[config.mk]
export PLATFORM = sky130hd
export DESIGN_NAME = rmj_sqrt_cell
export DESIGN_NICKNAME = d
export VERILOG_FILES = /design/src/sv/rmj_pkg.sv /design/src/sv/rmj_sqrt_cell.sv
export SDC_FILE = /design/constraint.sdc
export NUM_CORES = 1
export LEC_CHECK = 0
export BUFFER_PORTS_ARGS = -buffer_cell sky130_fd_sc_hd__clkbuf_2
export CORE_AREA = 2 2 259 261
export DETAILED_ROUTE_END_ITERATION = 8
export DIE_AREA = 0 0 261 263
export GPL_TIMING_DRIVEN = 0
export PLACE_DENSITY_LB_ADDON = 0.3
export SETUP_SLACK_MARGIN = 0.2
export SLEW_MARGIN = 20
export SYNTH_ARGS = -nofsm -noshare
export SYNTH_HDL_FRONTEND = slang
export SYNTH_SLANG_ARGS = --single-unit
[constraint.sdc]
create_clock -name clock -period 3.1 [get_ports clock]
set_input_delay 0.465 -clock clock [delete_from_list [all_inputs] [get_ports clock]]
set_output_delay 0.465 -clock clock [all_outputs]
set_load 0.005 [all_outputs]
[src/sv/rmj_pkg.sv]
// ----------------------------------------------------------------------------
// rmj_pkg - shared types and helpers for the radar measurement Jacobian
// Word widths, per-cell payload structs, the divide step and the output
// saturation used by the root cells, divide cells and the top level.
// ----------------------------------------------------------------------------
package rmj_pkg;

   localparam int DATA_WIDTH = 32;
   localparam int FRAC_BITS  = 16;
   localparam int CSR_W      = 16;
   localparam logic [CSR_W-1:0] THR_RESET = CSR_W'(7);

   localparam int SQ_W      = 2 * DATA_WIDTH;      // r squared, cross term
   localparam int RT_W      = DATA_WIDTH;          // integer root
   localparam int SQR_REM_W = RT_W + 2;            // root remainder
   localparam int DEN_W     = SQ_W + RT_W;         // r cubed
   localparam int NUM_W     = DEN_W + DATA_WIDTH;  // widest numerator
   localparam int QUO_W     = DATA_WIDTH;          // quotient bits kept
   localparam int SQRT_STEPS = RT_W;
   localparam int DIV_STEPS  = QUO_W;

   localparam int NUM_LANES  = 6;
   localparam int LANE_RNG_X = 0;
   localparam int LANE_RNG_Y = 1;
   localparam int LANE_BRG_X = 2;
   localparam int LANE_BRG_Y = 3;
   localparam int LANE_RTE_X = 4;
   localparam int LANE_RTE_Y = 5;

   // one divider lane, one quotient bit per cell
   typedef struct packed {
      logic [DEN_W-1:0] rem;
      logic [QUO_W-1:0] nlo;
      logic [DEN_W-1:0] den;
      logic [QUO_W-1:0] quo;
      logic             ovf;
      logic             neg;
   } rmj_lane_type;

   typedef struct packed {
      rmj_lane_type [NUM_LANES-1:0] lane;
      logic                         degen;
   } rmj_div_type;

   typedef struct packed {
      logic [SQ_W-1:0]       sq;      // radicand, shifted two bits a cell
      logic [SQ_W-1:0]       s_sum;
      logic [SQR_REM_W-1:0]  rem;
      logic [RT_W-1:0]       root;
      logic [DATA_WIDTH-1:0] ax;
      logic [DATA_WIDTH-1:0] ay;
      logic                  nx;
      logic                  ny;
      logic [SQ_W-1:0]       cmag;
      logic                  cneg;
      logic                  degen;
   } rmj_sq_type;

   typedef struct packed {
      logic [SQ_W-1:0]       sr_lo;
      logic [SQ_W-1:0]       sr_hi;
      logic [SQ_W-1:0]       yc_lo;
      logic [SQ_W-1:0]       yc_hi;
      logic [SQ_W-1:0]       xc_lo;
      logic [SQ_W-1:0]       xc_hi;
      logic [SQ_W-1:0]       s_sum;
      logic [RT_W-1:0]       root;
      logic [DATA_WIDTH-1:0] ax;
      logic [DATA_WIDTH-1:0] ay;
      logic                  nx;
      logic                  ny;
      logic                  cneg;
      logic                  degen;
   } rmj_mul_type;

   typedef struct packed {
      logic [DATA_WIDTH-1:0] range_dpx;
      logic [DATA_WIDTH-1:0] range_dpy;
      logic [DATA_WIDTH-1:0] bearing_dpx;
      logic [DATA_WIDTH-1:0] bearing_dpy;
      logic [DATA_WIDTH-1:0] rate_dpx;
      logic [DATA_WIDTH-1:0] rate_dpy;
      logic                  degenerate;
   } rmj_rsp_type;

   function automatic rmj_lane_type make_lane(input logic [NUM_W-1:0] num,
                                              input logic [DEN_W-1:0] den,
                                              input logic             neg);
      rmj_lane_type l;
      l.rem = num[NUM_W-1:QUO_W];
      l.nlo = num[QUO_W-1:0];
      l.den = den;
      l.quo = '0;
      l.ovf = (num[NUM_W-1:QUO_W] >= den);
      l.neg = neg;
      return l;
   endfunction

   // restoring divide: bring down one numerator bit, subtract if it fits
   function automatic rmj_lane_type div_step(input rmj_lane_type l);
      rmj_lane_type    o;
      logic [DEN_W:0]  t;
      logic [DEN_W:0]  d;
      logic            ge;
      t  = {l.rem, l.nlo[QUO_W-1]};
      d  = {1'b0, l.den};
      ge = (t >= d);
      o  = l;
      o.rem = ge ? DEN_W'(t - d) : t[DEN_W-1:0];
      o.nlo = {l.nlo[QUO_W-2:0], 1'b0};
      o.quo = {l.quo[QUO_W-2:0], ge};
      return o;
   endfunction

   function automatic logic [DATA_WIDTH-1:0] sat_word(input rmj_lane_type l);
      logic [QUO_W-1:0] lim;
      logic [QUO_W-1:0] v;
      lim = l.neg ? {1'b1, {(QUO_W-1){1'b0}}} : {1'b0, {(QUO_W-1){1'b1}}};
      v   = (l.ovf || (l.quo > lim)) ? lim : l.quo;
      return l.neg ? DATA_WIDTH'(-v) : DATA_WIDTH'(v);
   endfunction

endpackage

[src/sv/rmj_sqrt_cell.sv]
// ----------------------------------------------------------------------------
// rmj_sqrt_cell - one root bit
// Digit-by-digit integer square root: brings down two radicand bits, tries
// the next root bit and passes the partial root and remainder on.
// ----------------------------------------------------------------------------
module rmj_sqrt_cell (
   input  logic                clock,
   input  logic                reset,
   input  logic                adv,
   input  logic                in_valid,
   input  rmj_pkg::rmj_sq_type in_word,
   output logic                out_valid,
   output rmj_pkg::rmj_sq_type out_word
);
   import rmj_pkg::*;

   logic                 v_ff;
   rmj_sq_type           w_ff, w_in;
   logic [SQR_REM_W+1:0] rem_t, trial;
   logic                 fits;

   always_comb begin
      rem_t = {in_word.rem, in_word.sq[SQ_W-1 -: 2]};
      trial = (SQR_REM_W+2)'({in_word.root, 2'b01});
      fits  = (rem_t >= trial);
      w_in      = in_word;
      w_in.sq   = {in_word.sq[SQ_W-3:0], 2'b00};
      w_in.rem  = fits ? SQR_REM_W'(rem_t - trial) : rem_t[SQR_REM_W-1:0];
      w_in.root = {in_word.root[RT_W-2:0], fits};
   end

   always_ff @(posedge clock) begin
      if (reset) begin
         v_ff <= 1'b0;
      end else if (adv) begin
         v_ff <= in_valid;
      end
   end

   always_ff @(posedge clock) begin
      if (adv) begin
         w_ff <= w_in;
      end
   end

   assign out_valid = v_ff;
   assign out_word  = w_ff;

endmodule

* Yosys cells after proc, flatten, opt, wreduce, memory -nomap -nowiden
Cells that the tools add are included.
** Cells by class
- $add $sub $neg :: 1
- Magnitude comparators :: 1
- Muxes and demuxes :: 1
** Operators by type and width (count)
- $ge 36x34->1 :: 1
- $mux 34 :: 1
- $sub 34x34->34 :: 1
** Word-level totals
- Register bits after elaboration :: 325
- Input bits :: 330
- Output and inout port bits :: 327
- Logic and storage cells :: 15

* Logic depth before layout (Yosys ltp)
Gate-level depths: netlist of run 1.
- Depth after elaboration :: 2
- Gate-level depth with buffers :: 13
- Mapped depth without buffers :: 10

* Least setup slack after synthesis of run 1
OpenSTA, ideal clock, no wires.
- Path type :: input to register
- From :: input in_word[159] (netlist bit)
- To :: register w_ff (netlist bit out_word[167]) (data pin)
- Library setup time :: 0.262 ns
- Data arrival time :: 2.585 ns
- Data required time :: 2.838 ns
- Path slack :: 0.253 ns
- Stages :: 10
- Path buffers :: 1
- Cells stage by stage :: inv_1 > ha_1 > a21o_1 > a21o_1 > a21o_1 > a311o_1 > a211oi_1 > o21a_1 > buf_4 > mux2_1
** RTL lines
- from (decl) :: RTL line rmj_sqrt_cell.sv:11 : input rmj_pkg::rmj_sq_type in_word,
- to (signal assigned) :: RTL line rmj_sqrt_cell.sv:42 : w_ff <= w_in;
- to (decl) :: RTL line rmj_sqrt_cell.sv:18 : rmj_sq_type w_ff, w_in;

==> results of run 1 <==
==> how the worst max path moves through the flow <==
stage                       startpoint       endpoint  cells past startpoint
after floorplan           in_word[159]  out_word[167]                     10
after global placement             adv      out_valid                      3
after detailed placement  in_word[139]  out_word[188]                     10
after CTS                 in_word[136]  out_word[197]                     11
after global routing      in_word[132]  out_word[197]                     10
final                     in_word[142]  out_word[191]                     11
==> report_power, final <==
group	total (uW)	internal (uW)	switching, uW	leakage (uW)
Sequential	5400	5290	110	0.00318
Clock	4470	2580	1900	0.000577
Combinational	1430	616	816	0.00403
Total	11300	8480	2820	0.00778
==> cells in the final DEF (no fill, tap or decap), types with 9 or more instances in the layout <==
master and n:
sky130_fd_sc_hd__clkbuf_2 655, sky130_fd_sc_hd__edfxtp_1 324, sky130_fd_sc_hd__ha_1 34, sky130_fd_sc_hd__inv_1 41
sky130_fd_sc_hd__o21ai_1 32, sky130_fd_sc_hd__and3_1 9, sky130_fd_sc_hd__o21ai_0 11, sky130_fd_sc_hd__xor2_1 16
sky130_fd_sc_hd__a21o_1 21, sky130_fd_sc_hd__clkbuf_16 39, sky130_fd_sc_hd__nand2_1 48, sky130_fd_sc_hd__a21oi_1 25
sky130_fd_sc_hd__xnor2_1 12, sky130_fd_sc_hd__clkbuf_1 12, sky130_fd_sc_hd__nor2_1 15
==> metal layers <==
layer / share of wire [%] / global-route usage, % / routed length [um] / vias up
li1: - / - / - / 4067
met1: 35 / 13.9 / 17400 / 4195
met2: 51 / 25.0 / 25500 / 407
met3: 10 / 5.99 / 5190 / 106
met4: 3.4 / 5.04 / 1720 / 30
met5: 0.39 / 0 / 196 / -
==> metrics by stage <==
stage | cell area [um^2] | std cells | setup slack [ns] | utilization [%] | hold WS, ns
2_1_floorplan | 12100 | 694 | 0.253 | - | 0.485
3_5_place_dp | 16600 | 2215 | -0.699 | 25.3 | 0.487
3_3_place_gp | 16500 | 2212 | -4.06 | 25.1 | 0.475
6_report | 17900 | 2292 | 0.283 | 27.2 | 0.0600
4_1_cts | 17800 | 2284 | 0.242 | 27.2 | 0.0162
5_1_grt | 17900 | 2287 | 0.208 | 27.2 | 0.0338
==> area by class of cell <==
cell class / instances / share of cell area, %
diodes: 6 / 0.0840
inverters: 42 / 0.882
well taps: 864 / 6.05
plain buffers: 14 / 0.427
clock inverters: 19 / 1.17
multi-input cells: 313 / 12.2
flip-flops and latches: 325 / 54.5
clock buffers: 48 / 5.65
repair buffers: 661 / 19.0
==> registers in the layout, summed over array words and instances (netlist names) <==
register   cells
out_word     324
out_valid      1
==> kinds of logic after synthesis <==
kind of cell / count (synthesis) / share of synthesized area (%)
other: 1 / 0.0309
buffers and inverters: 56 / 1.89
multiplexers: 7 / 0.608
XOR/XNOR: 28 / 2.02
flip-flops: 325 / 80.3
AND/OR/NAND/NOR: 113 / 4.52
adder cells (fa/ha/maj): 34 / 3.50
AO/OA/AOI/OAI: 129 / 7.11
==> repair_timing <==
item / in CTS / in global routing
pin swaps: 2 / 2
setup endpoints to repair: 32 / 14
buffers inserted: 2 / 2
resized for setup: 5 / 3
==> impl_summary.txt, run 1 <==
----------------------------------------------------
[Critical path]
  Kind of end point of the critical path ... flip-flop
  Worst EP required ... 3.38 ns
  Worst Path Class, Setup ... in2reg
  Cell-by-cell listing of the critical path ... clkbuf_2 -> inv_1 -> ha_1 -> and3_1 -> and2_1 -> a221oi_4 -> o211ai_1 -> o2bb2ai_1 -> mux2i_1 -> o221ai_1 -> mux2_1
  Largest fanout on the critical path ... 5
  Startpoint of the most critical register-to-register path ... out_valid
  Data arrival time of the critical path ... 3.10 ns
  Critical Path Max Stage Delay ... approximately 0.42 ns
  R2r endpoint ... out_valid
  Buffers plus inverters on the worst setup path ... 2
  Setup slack, reg-to-reg ... 2.51 ns
  Worst path slowest cell ... sky130_fd_sc_hd__ha_1
  Worst Reg-to-Reg Cells ... 2
  Worst path top cell family by delay ... compound AO/OA/AOI/OAI gates
  Category of the worst setup path launch point ... primary input

[Timing]
  Achievable Freq ... ~0.36 GHz
  Slew Limit Headroom ... just under 60%
  Number of setup violations in the final report ... 0
  Setup tns final ... 0 ns
  Period Utilization, post-route ... around nine tenths
  Max Slew Vio Count ... 0
  Transition time of the tightest slew-check pin ... between 0.6 and 0.7 ns
  Final hold violations ... 0
  Setup repair after global routing missed its margin ... no
  Worst clock skew ... 0 ns
  Shortest period the worst path allows ... 2.82 ns

[Floorplan]
  Floorplan die width ... roughly 260 um
  Initial Utilization ... a little under a fifth
  Placement Rows ... 94
  Area of the die ... 68600 um^2
  Core Footprint ... 65600 um^2
  Die extent in y ... 263 um
  IO Pins ... between 600 and 700

[CTS]
  Hold-fix buffers at CTS ... 0
  Worst-case clock buffer depth ... 3
  Root Buffer Master ... sky130_fd_sc_hd__clkbuf_16
  Clock latency reported for the late side of the worst-skew pair ... approximately 0.55 ns
  Total clock buffers created by CTS ... 39
  Clock transition at the registers of the reported paths ... around 0.06 ns
  TritonCTS clock tree ... built
  Number of sinks handled by clock tree synthesis ... between 300 and 400
  CTS H-tree depth ... 2

[Synthesis]
  Netlist cell types ... 58
  Most area-consuming cells after synthesis ... sky130_fd_sc_hd__edfxtp_1 80%, sky130_fd_sc_hd__ha_1 3.5%, sky130_fd_sc_hd__nand2_1 1.5%
  Commonest cells in the netlist ... 324 x sky130_fd_sc_hd__edfxtp_1, 48 x sky130_fd_sc_hd__nand2_1, 41 x sky130_fd_sc_hd__inv_1
  Total of flip-flops plus latches after synthesis ... about 330
  Leading area contributor after synthesis ... sky130_fd_sc_hd__edfxtp_1
  Proportion of synthesized flip-flops having asynchronous set or reset ... 0%
  Cell area after synthesis ... about 12000 um^2
  Most instantiated library cell after synthesis ... sky130_fd_sc_hd__edfxtp_1
  Top cell type's share of synthesized area ... between 80 and 90%
  Post-synthesis average cell area ... about 18 um^2
  Portion of the post-synthesis area used by sequential elements ... between 80% and 90%
  Count of mapped cells out of synthesis ... 693
  EDFF count, synth ... 324
  Count of warnings emitted by yosys ... 0
  Primary FF master, synth ... sky130_fd_sc_hd__edfxtp_1

[Routing]
  Remaining routing DRC violations ... 0
  Drt first-iter violations ... ~600
  Total via count after detailed routing ... 8805
  Wire length per cell after detailed routing ... 21.8 um
  First drt pass iteration count ... 5
  Final routed wirelength across all metal layers ... 50000 um
  Via/cell ratio ... between 3 and 4
  Count of nets left with antenna violations after detail routing ... 0

[Power]
  Max rail drop VDD ... between 0.0004 and 0.0005 V
  Power, Total ... roughly 11000 uW
  Static leakage ... approximately 0.008 uW
  Pwr Density ... 632 nW/um^2

[Hold path]
  Number of cells traversed by the worst hold path ... 2
  Hold endpoint ... out_valid
  Worst Min Path Start ... reset
  Class of the most critical hold timing path ... in2reg

[Cells and area]
  Storage cell area ... approximately 9700 um^2
  Fillers ... roughly 7k
  Total area of multi-input combinational cells ... about 2200 um^2
  Number of nets at the end of the flow ... roughly 1.8k
  Relative area change from synthesis to final layout ... 47.3%
  Share of cells above drive strength 1 ... 52.0%

[Placement]
  Hpwl dp ... about 40000 um
  Port Buf Inserts ... roughly 650
  RePlAce Congestion ... about 0.87

[Global routing]
  Global-route usage over all layers ... between 10% and 20%
  Pin count of the biggest net entering global routing ... between 100 and 150
  Leftover overflow at the end of global routing ... 0
  Vias in the first global route ... approximately 9.2k
  Wire length of the first global-routing pass ... between 60000 and 70000 um
  Antenna violations before repair ... 19

[Status]
  Run status ... complete, no violations

[Run]
  MaxCap Viol Count ... 0

----------------------------------------------------
Power figures use the tool's default switching activity.
==> run 2, diff against run 1 <==
==> constraint.sdc (replaced) <==
create_clock -name clock -period 3.43 [get_ports clock]
set_input_delay 0.5145 -clock clock [delete_from_list [all_inputs] [get_ports clock]]
set_output_delay 0.5145 -clock clock [all_outputs]
set_load 0.005 [all_outputs]
==> run 2 against run 1 <==
Compared with the run above: worst hold slack gained 0.049 ns; via count decreased by 0.66%; clock skew stayed put.
==> impl_summary.txt, run 2 (synthesis results as in run 1) <==
----------------------------------------------------
[Placement]
  Post-Place Cells ... 2215 (unchanged)
  Worst setup timing slack at the placement stage ... -0.419 ns (+0.281 ns)
  Port Buf Inserts ... 654 (unchanged)
  RePlAce Congestion ... 0.871 (unchanged)
  Hpwl dp ... 40400 um (unchanged)

[Global routing]
  Antenna violations before repair ... 20 (+1)
  Leftover overflow at the end of global routing ... 0 (unchanged)
  Wire length of the first global-routing pass ... 67200 um (-0.23%)
  Vias in the first global route ... 9166 (-0.17%)
  Global-route usage over all layers ... 13.8% (-0.025 points)
  Pin count of the biggest net entering global routing ... 101 (unchanged)

[Critical path]
  R2r endpoint ... out_valid
  Startpoint of the most critical register-to-register path ... out_valid
  Setup slack, reg-to-reg ... 2.84 ns (+0.33 ns)
  Data arrival time of the critical path ... 3.30 ns (+0.20 ns)
  Critical Path Sink ... out_word[196]
  Worst Path Class, Setup ... in2reg
  Worst Reg-to-Reg Cells ... 2 (unchanged)
  Category of the worst setup path launch point ... primary input
  Worst Setup SP ... in_word[139]
  Worst EP required ... 3.71 ns (+0.33 ns)
  Kind of end point of the critical path ... flip-flop
  Largest fanout on the critical path ... 7 (+2)

[CTS]
  Number of sinks handled by clock tree synthesis ... 325 (unchanged)
  Root Buffer Master ... sky130_fd_sc_hd__clkbuf_16
  CTS H-tree depth ... 2 (unchanged)
  Clock transition at the registers of the reported paths ... 0.06 ns (about the same)
  Hold-fix buffers at CTS ... 0 (unchanged)
  TritonCTS clock tree ... built
  Worst-case clock buffer depth ... 3 (unchanged)
  Clock latency reported for the late side of the worst-skew pair ... 0.55 ns (about the same)
  Total clock buffers created by CTS ... 39 (unchanged)

[Timing]
  Worst clock skew ... 0 ns (unchanged)
  Final hold violations ... 0 (unchanged)
  Transition time of the tightest slew-check pin ... 0.625 ns (+0.00141 ns)
  Setup repair after global routing missed its margin ... no
  Post-layout worst setup margin ... 0.409 ns (+0.126 ns)
  Achievable Freq ... between 0.3 and 0.4 GHz
  Number of setup violations in the final report ... 0 (unchanged)
  Max Slew Vio Count ... 0 (unchanged)
  Period Utilization, post-route ... ~88%
  Slew Limit Headroom ... 58.3% (-0.094 points)
  Shortest period the worst path allows ... 3.02 ns

[Power]
  Pwr Density ... 572 nW/um^2 (-9.4%)
  Power, Total ... 10200 uW (-9.7%)
  Max rail drop VDD ... 0.000370 V (-9.6%)
  Static leakage ... 0.00777 uW (-0.21%)

[Routing]
  Drt first-iter violations ... 631 (+5.3%)
  Via/cell ratio ... 3.82 (-0.44%)
  Total via count after detailed routing ... 8747 (-0.66%)
  First drt pass iteration count ... 5 (unchanged)
  Final routed wirelength across all metal layers ... 49900 um (about the same)
  Wire length per cell after detailed routing ... 21.8 um (+0.17%)
  Count of nets left with antenna violations after detail routing ... 0 (unchanged)
  Remaining routing DRC violations ... 0 (unchanged)

[Run]
  MaxCap Viol Count ... 0 (unchanged)

[Hold path]
  Number of cells traversed by the worst hold path ... 2 (unchanged)
  Class of the most critical hold timing path ... in2reg

[Cells and area]
  Final core utilization ... 27.2% (-0.069 points)
  Share of cells above drive strength 1 ... 51.8% (-0.17 points)
  Fillers ... 6855 (+0.058%)
  Non-filler instance count after layout ... 2287 (-0.22%)
  Top library cells by usage in the layout, fill and taps aside ... 655 x sky130_fd_sc_hd__clkbuf_2, 324 x sky130_fd_sc_hd__edfxtp_1, 48 x sky130_fd_sc_hd__nand2_1
  Number of flip-flops under the largest register name ... 324 (unchanged)
  Total area of multi-input combinational cells ... 2170 um^2 (-0.69%)
  Number of nets at the end of the flow ... 1757 (-0.17%)
  Relative area change from synthesis to final layout ... 46.9%
  Storage cell area ... 9750 um^2 (unchanged)
  Most common cell after layout, fill and taps aside ... sky130_fd_sc_hd__clkbuf_2

[Floorplan]
  Die extent in y ... 263 um (unchanged)
  Initial Utilization ... 18.5% (unchanged)
  Placement Rows ... 94 (unchanged)
  Area of the die ... 68600 um^2 (unchanged)
  Core Footprint ... 65600 um^2 (unchanged)
  Floorplan die width ... 261 um (unchanged)
  IO Pins ... 657 (unchanged)

[Status]
  Run status ... complete, no violations

----------------------------------------------------
run 2: through the flow:
stage | area, um^2 | hold WS [ns] | setup TNS (ns)
floorplan | 12100 | 0.485 | 0
global placement | 16500 | 0.475 | -1190.41
detailed placement | 16600 | 0.487 | -10.12
CTS | 17800 | 0.0657 | 0
global route | 17800 | 0.0833 | 0
finish | 17800 | 0.109 | 0
run 2: final cells by class:
type | count | share of cell area [%]
clock inverter | 19 | 1.17
clock buffer | 48 | 5.66
antenna | 4 | 0.0561
sequential | 325 | 54.7
tap | 864 | 6.06
timing repair buffer | 658 | 18.9
buffer | 14 | 0.414
inverter | 42 | 0.884
multi-input combinational | 313 | 12.2
run 2: worst min path at each step:
stage	from	end	slack (ns)
CTS	reset	out_valid	0.07
detailed placement	out_valid	out_valid	0.49
floorplan	out_valid	out_valid	0.48
global placement	out_valid	out_valid	0.48
global route	reset	out_valid	0.08
finish	reset	out_valid	0.11
run 2: where the power goes:
part	switching (uW)	internal, uW	leakage (uW)	total [uW]
registers	99.0	4780	0.00318	4880
clock network	1720	2330	0.000577	4050
logic	734	551	0.00401	1290
run 2: what timing repair did:
action | 4_1_cts | 5_1_grt
hold endpoints to repair | 0 | 0
endpoints found under the setup margin | 8 | 12
gates cloned | 0 | 0
resized for setup | 2 | 2
setup buffers | 1 | 0
pin swaps | 1 | 0
run 2: worst max-delay path, cell delays in order:
cell                       delay, ns
sky130_fd_sc_hd__clkbuf_2       0.10
sky130_fd_sc_hd__inv_1          0.05
sky130_fd_sc_hd__ha_1           0.39
sky130_fd_sc_hd__a21o_1         0.26
sky130_fd_sc_hd__o41ai_2        0.40
sky130_fd_sc_hd__o211ai_1       0.26
sky130_fd_sc_hd__buf_4          0.22
sky130_fd_sc_hd__a21oi_1        0.32
sky130_fd_sc_hd__o21ai_0        0.26
sky130_fd_sc_hd__xor2_1         0.21
sky130_fd_sc_hd__mux2_1         0.33
run 2: per-layer routing:
metal / vias up / track usage [%] / wire length (um)
met1: 4165 / 13.9 / 17500
met5: - / 0 / 210
li1: 4058 / - / -
met2: 389 / 25.0 / 25400
met4: 32 / 5.04 / 1710
met3: 103 / 6.05 / 5140
